$ cat config.mk
export PLATFORM = sky130hd
export DESIGN_NAME = keyed_slot_registry
export DESIGN_NICKNAME = d
export VERILOG_FILES = /design/src/hdl/kr_pkg.sv /design/src/hdl/kr_cell.sv /design/src/hdl/keyed_slot_registry.sv
export SDC_FILE = /design/constraint.sdc
export NUM_CORES = 1
export LEC_CHECK = 0
export ABC_CLOCK_PERIOD_IN_PS = 11500
export BUFFER_PORTS_ARGS = -buffer_cell sky130_fd_sc_hd__buf_2
export CORE_AREA = 10 10 246 248
export DETAILED_ROUTE_END_ITERATION = 16
export DIE_AREA = 0 0 256 258
export GPL_TIMING_DRIVEN = 0
export PLACE_DENSITY_LB_ADDON = 0.05
export SYNTH_ARGS = -nofsm -noshare
export SYNTH_HDL_FRONTEND = slang
export SYNTH_SLANG_ARGS = --single-unit
$ cat constraint.sdc
create_clock -name clk -period 11.5 [get_ports clk]
set_input_delay 2.875 -clock clk [delete_from_list [all_inputs] [get_ports clk]]
set_output_delay 2.875 -clock clk [all_outputs]
set_load 0.02 [all_outputs]
$ cat src/hdl/kr_pkg.sv
// Shared constants and types for the keyed slot registry.
`default_nettype none
package kr_pkg;

  localparam int ENTRIES_DEF = 8;
  localparam int KEY_W       = 16;
  localparam int OP_W        = 3;
  localparam int STATUS_W    = 2;
  localparam int SLOT_W      = 3;
  localparam int COUNT_W     = 4;
  // index width that covers the largest supported table (64 entries)
  localparam int IDX_W       = 6;

  localparam logic [COUNT_W-1:0] COUNT_MAX = {COUNT_W{1'b1}};

  localparam logic [OP_W-1:0] OP_ADD       = 3'd0;
  localparam logic [OP_W-1:0] OP_REMOVE    = 3'd1;
  localparam logic [OP_W-1:0] OP_LOOKUP    = 3'd2;
  localparam logic [OP_W-1:0] OP_FINDLOCAL = 3'd3;
  localparam logic [OP_W-1:0] OP_RESETALL  = 3'd4;

  localparam logic [STATUS_W-1:0] ST_OK       = 2'd0;
  localparam logic [STATUS_W-1:0] ST_NOTFOUND = 2'd1;
  localparam logic [STATUS_W-1:0] ST_FULL     = 2'd2;

  // Search token that walks the cell chain, one cell per cycle.
  typedef struct packed {
    logic             act;
    logic [OP_W-1:0]  op;
    logic [KEY_W-1:0] key;
    logic             loc;
    logic             m_hit;
    logic [IDX_W-1:0] m_idx;
    logic             m_loc;
    logic             f_hit;
    logic [IDX_W-1:0] f_idx;
    logic             l_hit;
    logic [IDX_W-1:0] l_idx;
    logic [KEY_W-1:0] l_key;
  } kr_token_t;

  // Write command broadcast to every cell.
  typedef struct packed {
    logic             clear_all;
    logic             wr;
    logic [IDX_W-1:0] wr_idx;
    logic             valid;
    logic [KEY_W-1:0] key;
    logic             loc;
  } kr_cmd_t;

endpackage
`default_nettype wire

$ cat src/hdl/kr_cell.sv
// One registry entry: holds valid, key and local flag and updates the passing search token.
`default_nettype none
module kr_cell #(
  parameter int IDX = 0
) (
  input  wire logic              clk,
  input  wire logic              rst,
  input  wire kr_pkg::kr_token_t tok_in,
  input  wire kr_pkg::kr_cmd_t   cmd,
  output kr_pkg::kr_token_t      tok_out
);
  import kr_pkg::*;

  localparam logic [IDX_W-1:0] MY_IDX = IDX_W'(IDX);

  logic             valid;
  logic [KEY_W-1:0] key;
  logic             loc;
  kr_token_t        tok_next;

  always_comb begin
    tok_next = tok_in;
    if (valid && (key == tok_in.key) && !tok_in.m_hit) begin
      tok_next.m_hit = 1'b1;
      tok_next.m_idx = MY_IDX;
      tok_next.m_loc = loc;
    end
    if (!valid && !tok_in.f_hit) begin
      tok_next.f_hit = 1'b1;
      tok_next.f_idx = MY_IDX;
    end
    if (valid && loc && !tok_in.l_hit) begin
      tok_next.l_hit = 1'b1;
      tok_next.l_idx = MY_IDX;
      tok_next.l_key = key;
    end
  end

  always_ff @(posedge clk) begin
    if (rst) begin
      tok_out.act <= 1'b0;
    end else begin
      tok_out <= tok_next;
    end
  end

  always_ff @(posedge clk) begin
    if (rst || cmd.clear_all) begin
      valid <= 1'b0;
      key   <= '0;
      loc   <= 1'b0;
    end else if (cmd.wr && (cmd.wr_idx == MY_IDX)) begin
      valid <= cmd.valid;
      key   <= cmd.key;
      loc   <= cmd.loc;
    end
  end

endmodule
`default_nettype wire

$ cat src/hdl/keyed_slot_registry.sv
// Top level of the keyed slot registry: request entry, cell chain and result register.
`default_nettype none
// A request is taken when start is high and busy is low. Its search token
// passes down a chain of ENTRIES cells, one cell per clock, collecting the
// lowest matching entry, the lowest free entry and the lowest local entry.
// When the token leaves the last cell the table write is committed and the
// result is registered, so done pulses for one cycle once the token has
// passed the head register and every cell. busy falls at the same edge,
// and a new request may be issued in the cycle that done is high. The
// receiver cannot stall: it must capture the result in the cycle that
// done is high.
module keyed_slot_registry #(
  parameter int ENTRIES = kr_pkg::ENTRIES_DEF
) (
  input  wire logic                          clk,
  input  wire logic                          rst,
  input  wire logic                          start,
  output logic                               busy,
  input  wire logic [kr_pkg::OP_W-1:0]       op,
  input  wire logic [kr_pkg::KEY_W-1:0]      player_id,
  input  wire logic                          is_local,
  output logic                               done,
  output logic [kr_pkg::STATUS_W-1:0]       status,
  output logic [kr_pkg::SLOT_W-1:0]         slot,
  output logic [kr_pkg::KEY_W-1:0]          entry_key,
  output logic                               entry_local,
  output logic                               newly_claimed,
  output logic [kr_pkg::COUNT_W-1:0]        live_count
);
  import kr_pkg::*;

  kr_token_t tok [0:ENTRIES];
  kr_token_t tail;
  kr_cmd_t   cmd;

  logic               accept;
  logic [COUNT_W-1:0] count;
  logic [COUNT_W-1:0] count_next;

  logic [STATUS_W-1:0] status_next;
  logic [IDX_W-1:0]    idx_next;
  logic [KEY_W-1:0]    key_next;
  logic                local_next;
  logic                claimed_next;

  assign accept = start && !busy;
  assign tail   = tok[ENTRIES];

  // inject the request at the head of the chain for one cycle
  always_ff @(posedge clk) begin
    if (rst) begin
      tok[0].act <= 1'b0;
    end else begin
      tok[0].act <= accept;
      if (accept) begin
        tok[0].op    <= op;
        tok[0].key   <= player_id;
        tok[0].loc   <= is_local;
        tok[0].m_hit <= 1'b0;
        tok[0].m_idx <= '0;
        tok[0].m_loc <= 1'b0;
        tok[0].f_hit <= 1'b0;
        tok[0].f_idx <= '0;
        tok[0].l_hit <= 1'b0;
        tok[0].l_idx <= '0;
        tok[0].l_key <= '0;
      end
    end
  end

  for (genvar i = 0; i < ENTRIES; i++) begin : g_cell
    kr_cell #(
      .IDX(i)
    ) u_cell (
      .clk    (clk),
      .rst    (rst),
      .tok_in (tok[i]),
      .cmd    (cmd),
      .tok_out(tok[i+1])
    );
  end

  // decide the result and the table write when the token leaves the chain
  always_comb begin
    cmd           = '0;
    count_next    = count;
    status_next   = ST_NOTFOUND;
    idx_next      = '0;
    key_next      = '0;
    local_next    = 1'b0;
    claimed_next  = 1'b0;
    case (tail.op)
      OP_ADD: begin
        if (tail.m_hit || tail.f_hit) begin
          status_next = ST_OK;
          idx_next    = tail.m_hit ? tail.m_idx : tail.f_idx;
          key_next    = tail.key;
          local_next  = tail.loc;
          cmd.wr      = tail.act;
          cmd.wr_idx  = idx_next;
          cmd.valid   = 1'b1;
          cmd.key     = tail.key;
          cmd.loc     = tail.loc;
          if (!tail.m_hit) begin
            claimed_next = 1'b1;
            if (count != COUNT_MAX) begin
              count_next = count + 1'b1;
            end
          end
        end else begin
          status_next = ST_FULL;
        end
      end
      OP_REMOVE: begin
        if (tail.m_hit) begin
          status_next = ST_OK;
          idx_next    = tail.m_idx;
          key_next    = tail.key;
          local_next  = tail.m_loc;
          cmd.wr      = tail.act;
          cmd.wr_idx  = tail.m_idx;
          if (count != '0) begin
            count_next = count - 1'b1;
          end
        end
      end
      OP_LOOKUP: begin
        if (tail.m_hit) begin
          status_next = ST_OK;
          idx_next    = tail.m_idx;
          key_next    = tail.key;
          local_next  = tail.m_loc;
        end
      end
      OP_FINDLOCAL: begin
        if (tail.l_hit) begin
          status_next = ST_OK;
          idx_next    = tail.l_idx;
          key_next    = tail.l_key;
          local_next  = 1'b1;
        end
      end
      OP_RESETALL: begin
        status_next   = ST_OK;
        cmd.clear_all = tail.act;
        count_next    = '0;
      end
      default: begin
        status_next = ST_NOTFOUND;
      end
    endcase
  end

  always_ff @(posedge clk) begin
    if (rst) begin
      busy  <= 1'b0;
      done  <= 1'b0;
      count <= '0;
    end else begin
      done <= tail.act;
      if (accept) begin
        busy <= 1'b1;
      end else if (tail.act) begin
        busy <= 1'b0;
      end
      if (tail.act) begin
        count <= count_next;
      end
    end
  end

  always_ff @(posedge clk) begin
    if (tail.act) begin
      status        <= status_next;
      slot          <= idx_next[SLOT_W-1:0];
      entry_key     <= key_next;
      entry_local   <= local_next;
      newly_claimed <= claimed_next;
      live_count    <= count_next;
    end
  end

  a_done_follows_busy: assert property (@(posedge clk) disable iff (rst)
    done |-> $past(busy))
    else $error("result issued with no request in flight");

  a_accept_sets_busy: assert property (@(posedge clk) disable iff (rst)
    accept |=> busy)
    else $error("busy not raised after request taken");

  a_single_result: assert property (@(posedge clk) disable iff (rst)
    done |=> !done)
    else $error("more than one result for a request");

  a_fail_fields_zero: assert property (@(posedge clk) disable iff (rst)
    (done && (status != ST_OK)) |-> ((slot == '0) && (entry_key == '0) && !newly_claimed))
    else $error("failed request reports nonzero fields");

  a_count_bound: assert property (@(posedge clk) disable iff (rst)
    (ENTRIES < 16) |-> (count <= COUNT_W'(ENTRIES)))
    else $error("live count exceeds table size");

endmodule
`default_nettype wire
# ---- Yosys cells after proc, flatten, opt, wreduce, memory -nomap -nowiden
# Index checks and enable logic that the tools add are counted.
dict set report classes {
  add_sub_neg 2
  multipliers 0
  n_div 0
  shifts 0
  n_bitwise 1
  order_cmp 0
  n_reduce_logical 84
  muxes 45
  n_eq_ne 20
}
# operator count
set op_table {}
lappend op_table {{two-way mux 16 bit} 10}
lappend op_table {{== test 16 bit} 8}
lappend op_table {{case mux 16 bit (3 select lines)} 1}
lappend op_table {{logical AND 1 bit} 46}
lappend op_table {{logical NOT 1 bit} 29}
lappend op_table {{two-way mux 25 bit} 1}
lappend op_table {{== test 6 x 3 -> 1 bit, second input constant} 4}
lappend op_table {{two-way mux 4 bit} 5}
lappend op_table {{two-way mux 18 bit} 1}
lappend op_table {{two-way mux 1 bit} 16}
lappend op_table {{case mux 7 bit (2 select lines)} 1}
lappend op_table {{== test 6 x 2 -> 1 bit, second input constant} 2}
lappend op_table {{two-way mux 3 bit} 4}
lappend op_table {{case mux 4 bit (3 select lines)} 1}
lappend op_table {{case mux 3 bit (3 select lines)} 1}
lappend op_table {{case mux 2 bit (4 select lines)} 1}
lappend op_table {{two-way mux 7 bit} 1}
lappend op_table {{== test 3 x 2 -> 1 bit, second input constant} 2}
lappend op_table {{== test 6 x 1 -> 1 bit, second input constant} 1}
lappend op_table {{logical NOT 6 bit} 1}
lappend op_table {{adder 4 x 1 -> 4 bit, second input constant} 1}
lappend op_table {{!= test 4 bit, second input constant} 1}
lappend op_table {{AND reduction 2 bit} 2}
lappend op_table {{nonzero test 4 bit} 1}
lappend op_table {{10 further kinds} 11}
dict set report word_totals {
  n_memories 0
  out_inout_bits 29
  input_bits 23
  mem_bits_rw 0
  word_cells 282
  latchBits 0
  rom_bits 0
  ff_bits 577
}

# ---- Depth between registers and ports, before layout
dict set report logic_depth {
  depth_word 5
  ltp_mapped 8
  mapped_depth_nobuf 7
}

# ---- Modules after synthesis
# A second synthesis with hierarchy kept.
dict set report hier_totals {
  cells_unflattened 1705
  area_unflattened_um2 26486.7
}
# mod seq_area_each_um2 area_per_inst_um2 instances cells_each
set by_module_without_submodules {}
lappend by_module_without_submodules {{kr_cell (g_cell[1].u_cell ...)} 2122.0 2981.6 2 186}
lappend by_module_without_submodules {{kr_cell (g_cell[5].u_cell ...)} 2122.0 2976.6 2 186}
lappend by_module_without_submodules {{kr_cell (g_cell[7].u_cell)} 2122.0 2984.1 1 187}
lappend by_module_without_submodules {{kr_cell (g_cell[0].u_cell)} 2122.0 2979.1 1 186}
lappend by_module_without_submodules {{kr_cell (g_cell[4].u_cell)} 2122.0 2974.1 1 186}
lappend by_module_without_submodules {{kr_cell (g_cell[3].u_cell)} 2122.0 2970.3 1 187}
lappend by_module_without_submodules {keyed_slot_registry 1551.5 2662.6 1 215}

# ---- Worst setup path after synthesis
# No wires, ideal clock.
dict set report synth_timing {
  path_kind {input-to-reg}
  from {input rst}
  to {register g_cell[0].u_cell.tok_out[0] (netlist bit) (enable)}
  setup_ns 0.718
  path_slack_ns 0.381
  t_required_ns 10.782
  path_stages 3
  t_arrival_ns 10.401
  cell_sequence {clkbuf_1 > clkbuf_1 > inv_1}
}
# element line
set synth_lines {}
lappend synth_lines {{start, declared} keyed_slot_registry.sv:16} ;# input wire logic rst,
lappend synth_lines {{end signal, assigned} kr_cell.sv:43} ;# tok_out <= tok_next;
lappend synth_lines {{end, declared} kr_cell.sv:10} ;# output kr_pkg::kr_token_t tok_out
# No word-level cell between the ends.

# ---- Worst setup path after layout
dict set report layout_timing {
  from {input rst}
  to {register g_cell[0].u_cell.tok_out[22] (netlist bit) (enable)}
}
# No word-level cell between the ends.

==> results.toml <==
[worst_setup_path]
reg2regPathDepth = 6
rrSetupSlack_ps = 8370
worst_path_max_delay_cell = "buf_16"
cp_data_arrival_time_ps = 5380
worst-path-max-fanout = 117
slowest_delay_ps = 460
critPathKind = "input port to flip-flop"
worstSetupEndpointType = "flip-flop"
start_kind = "input port"
critPathMostFrequentCell = "buf_16"
path_cells = "clkbuf_1 -> clkbuf_1 -> inv_8 -> buf_16 -> buf_16 -> buf_16"
worstPathRequired_ps = 11750

[hold_path]
hold_class = "flip-flop to flip-flop"
hold_depth = 0

[global_routing]
grt_usage_pct = 14.9
grt_pass1_wl_mm = 75.6
grt_max_degree = 118
antenna_found_initial = 0
grt_overflow = 0
grt_pass1_vias = 12700

[synth]
syn_avg_cell_area_sq_um = 13.9
syn_nets = 1610
synth_top_area_share_pct = 56.9
synth.area.top_cells = "edfxtp_1 (57%), dfxtp_1 (14%), xor2_1 (4.0%)"
netlist_area_sq_mm = 0.0221
synth.most_common_cell = "edfxtp_1"
synthTopCellsByCount = "edfxtp_1 (418), dfxtp_1 (159), nand2_1 (155), nand3_1 (145), o21ai_0 (104)"
ys_warn_count = 0
synthArstFlopShare_pct = 0
synthCells = 1585
ys_types = 58
yosysSeqAreaShare_pct = 71.3
yosys_most_used_dff = "edfxtp_1"
synth_edf_count = 418
synth-seq-cells = 577
synth_top_cell_by_area = "edfxtp_1"

[drt]
vias = 11900
drcViolationCount = 0
drt_iter0_drc = 655
wl_per_cell_um = 19.5
routed_wl_mm = 49.1
post_drt_via_cell_ratio = 4.74
detail_route.first_pass.iterations = 4
drtAntennaViolNets = 0

[timing]
finalSetupViolations = 0
period_share_pct = 44.6
tightest_slew_ps = 892
fin_tns_setup_ps = 0
final.min_clock_period_ps = 5130
worst_clock_skew_ps = 20.3
final-hold-violation-count = 0
setup_ws_ps = 6370
slew_headroom_pct = 40.5
rsz0062_at_grt = "false"
drv_slew = 0
max_freq_mhz = 195

[cts]
hold_buffers = 0
insertion_delay_ps = 620
numCtsBuffers = 61
htreeDepth = 2
clkTransAtPathRegs_ps = 60
cts_tree = "built"
cts_resized = 0
cts_buffer_depth = 3
post_cts_buffers = 0
cts_root_buf = "clkbuf_16"
cts.sinks = 577

[final_layout]
drive_above_1_share_pct = 15.8
syn2layout_area_growth_pct = 14.5
fin_util_pct = 45.3
final_nets = 1728
n_antenna_cell = 0

[placement]
place_hpwl_mm = 36.7
gp_congestion = 0.924
port_buffers = 50
dpl_worst_slack_ps = 5700

[pwr]
p_comb_share_pct = 3.1
p_seq_share_pct = 54.2
powerDensity_mw_per_mm2 = 171
max-vdd-ir-drop_uv = 119
pwr-share-clk_pct = 42.7
leakage_nw = 9.20
switchingPower_mw = 0.910
p_int_mw = 3.41
p_sw_share_pct = 21.1

[floorplanning]
start_util_pct = 39.6
fp.dieW_um = 256
core-area_sq_mm = 0.0557
die_area_sq_mm = 0.0660
rows = 87
die_y_um = 258
ios = 52

[run_status]
status = "completed"

[job]
drv_cap = 0
-- critical path, delay by kind of cell --
family	cells	cell delay (ps)
buf+inv	6	2190
-- layout by cell type, fill, tap and decap left out, types with 3 or more instances in the layout --
master     Yosys  final
xor2_1       100    100
dfxtp_1      159    158
buf_1         12     12
clkbuf_8       0      9
nand2b_1      34     34
nor4b_1        8      8
nand4_1       17     17
mux2i_1       11     11
o21ai_1       35     35
a21oi_1       14     14
nand3b_1       7      7
clkinv_2       0     11
mux2_2        72     72
nand3_1      145    145
or2_2          7      7
buf_16         0      3
a22o_1        14     14
nand2_1      155    155
edfxtp_1     418    418
and2_1        16     16
a22oi_1        6      6
nand3_2        8      8
xnor2_1       29     29
clkbuf_1      34     54
a21o_1         9      9
buf_4          3      3
clkinv_1       3     13
nor3_1        10     10
nor2_1        29     29
buf_2         22     72
nor4_1        20     20
nand2_4       10     10
o21ai_0      104    104
clkbuf_16      0     63
and3_1        19     19
inv_1          5      4
nor2b_1       16     16
-- cell families (layout without fill, tap and decap cells) --
group / Yosys count / after routing / share of synthesized area [%]
mux: 83 / 83 / 4.17
simple gates: 515 / 515 / 12.4
xor+xnor: 129 / 129 / 5.12
buf+inv: 80 / 250 / 1.61
fa+ha+maj: 2 / 2 / 0.113
flops: 577 / 577 / 71.3
compound gates: 199 / 199 / 5.25
-- worst paths after layout --
path / startpoint / end
setup / recovery: rst / g_cell[0].u_cell.tok_out[22]
hold / removal: g_cell[2].u_cell.tok_out[38] / g_cell[3].u_cell.tok_out[38]
setup reg to reg: g_cell[7].u_cell.tok_out[58] / g_cell[1].u_cell.key[10]
hold reg to reg: g_cell[2].u_cell.tok_out[38] / g_cell[3].u_cell.tok_out[38]
-- cell type report --
| class | instances | area [sq um] |
|---|---|---|
| Inverter | 8 | 37.5 |
| Clock inverter | 23 | 109 |
| Sequential cell | 577 | 15700 |
| Timing Repair Buffer | 55 | 355 |
| Fill cell | 5106 | 30500 |
| Buffer | 72 | 325 |
| Clock buffer | 92 | 1780 |
| Multi-Input combinational cell | 928 | 5980 |
| Tap cell | 756 | 946 |
-- power by group through the flow --
stage | logic (mW) | clock network, mW | registers, mW
3_3_place_gp | 0.132 | 0 | 2.41
5_1_grt | 0.149 | 1.99 | 2.35
2_1_floorplan | 0.0870 | 0 | 2.39
3_5_place_dp | 0.138 | 0 | 2.39
4_1_cts | 0.139 | 1.91 | 2.34
6_report | 0.135 | 1.85 | 2.34
-- state kept, by name, indices dropped and copies added (netlist names) --
register	flops
busy	1
count	4
done	1
entry_key	16
entry_local	1
g_cell.u_cell.key	128
g_cell.u_cell.loc	8
g_cell.u_cell.tok_out	379
g_cell.u_cell.valid	8
live_count	4
newly_claimed	1
slot	3
status	2
tok	21
-- through the flow --
| stage | area [sq um] | hold WS, ps | cells | total power [mW] |
|---|---|---|---|---|
| 6_report | 25300 | 419 | 2511 | 4.32 |
| 5_1_grt | 25300 | 427 | 2511 | 4.49 |
| 4_1_cts | 25300 | 417 | 2511 | 4.39 |
| 3_5_place_dp | 23400 | 405 | 2396 | 2.53 |
| 3_3_place_gp | 23300 | 401 | 2391 | 2.55 |
| 2_1_floorplan | 22100 | 400 | 1585 | 2.48 |
-- layer usage --
layer	up-vias	part of all wire [%]	global-route usage, %
li1	6059	-	-
met1	5556	41	16.9
met2	189	51	27.1
met3	99	3.3	2.44
met4	0	4.1	7.16
met5	-	0	0
Note: power is estimated with default switching activity, not from simulation.
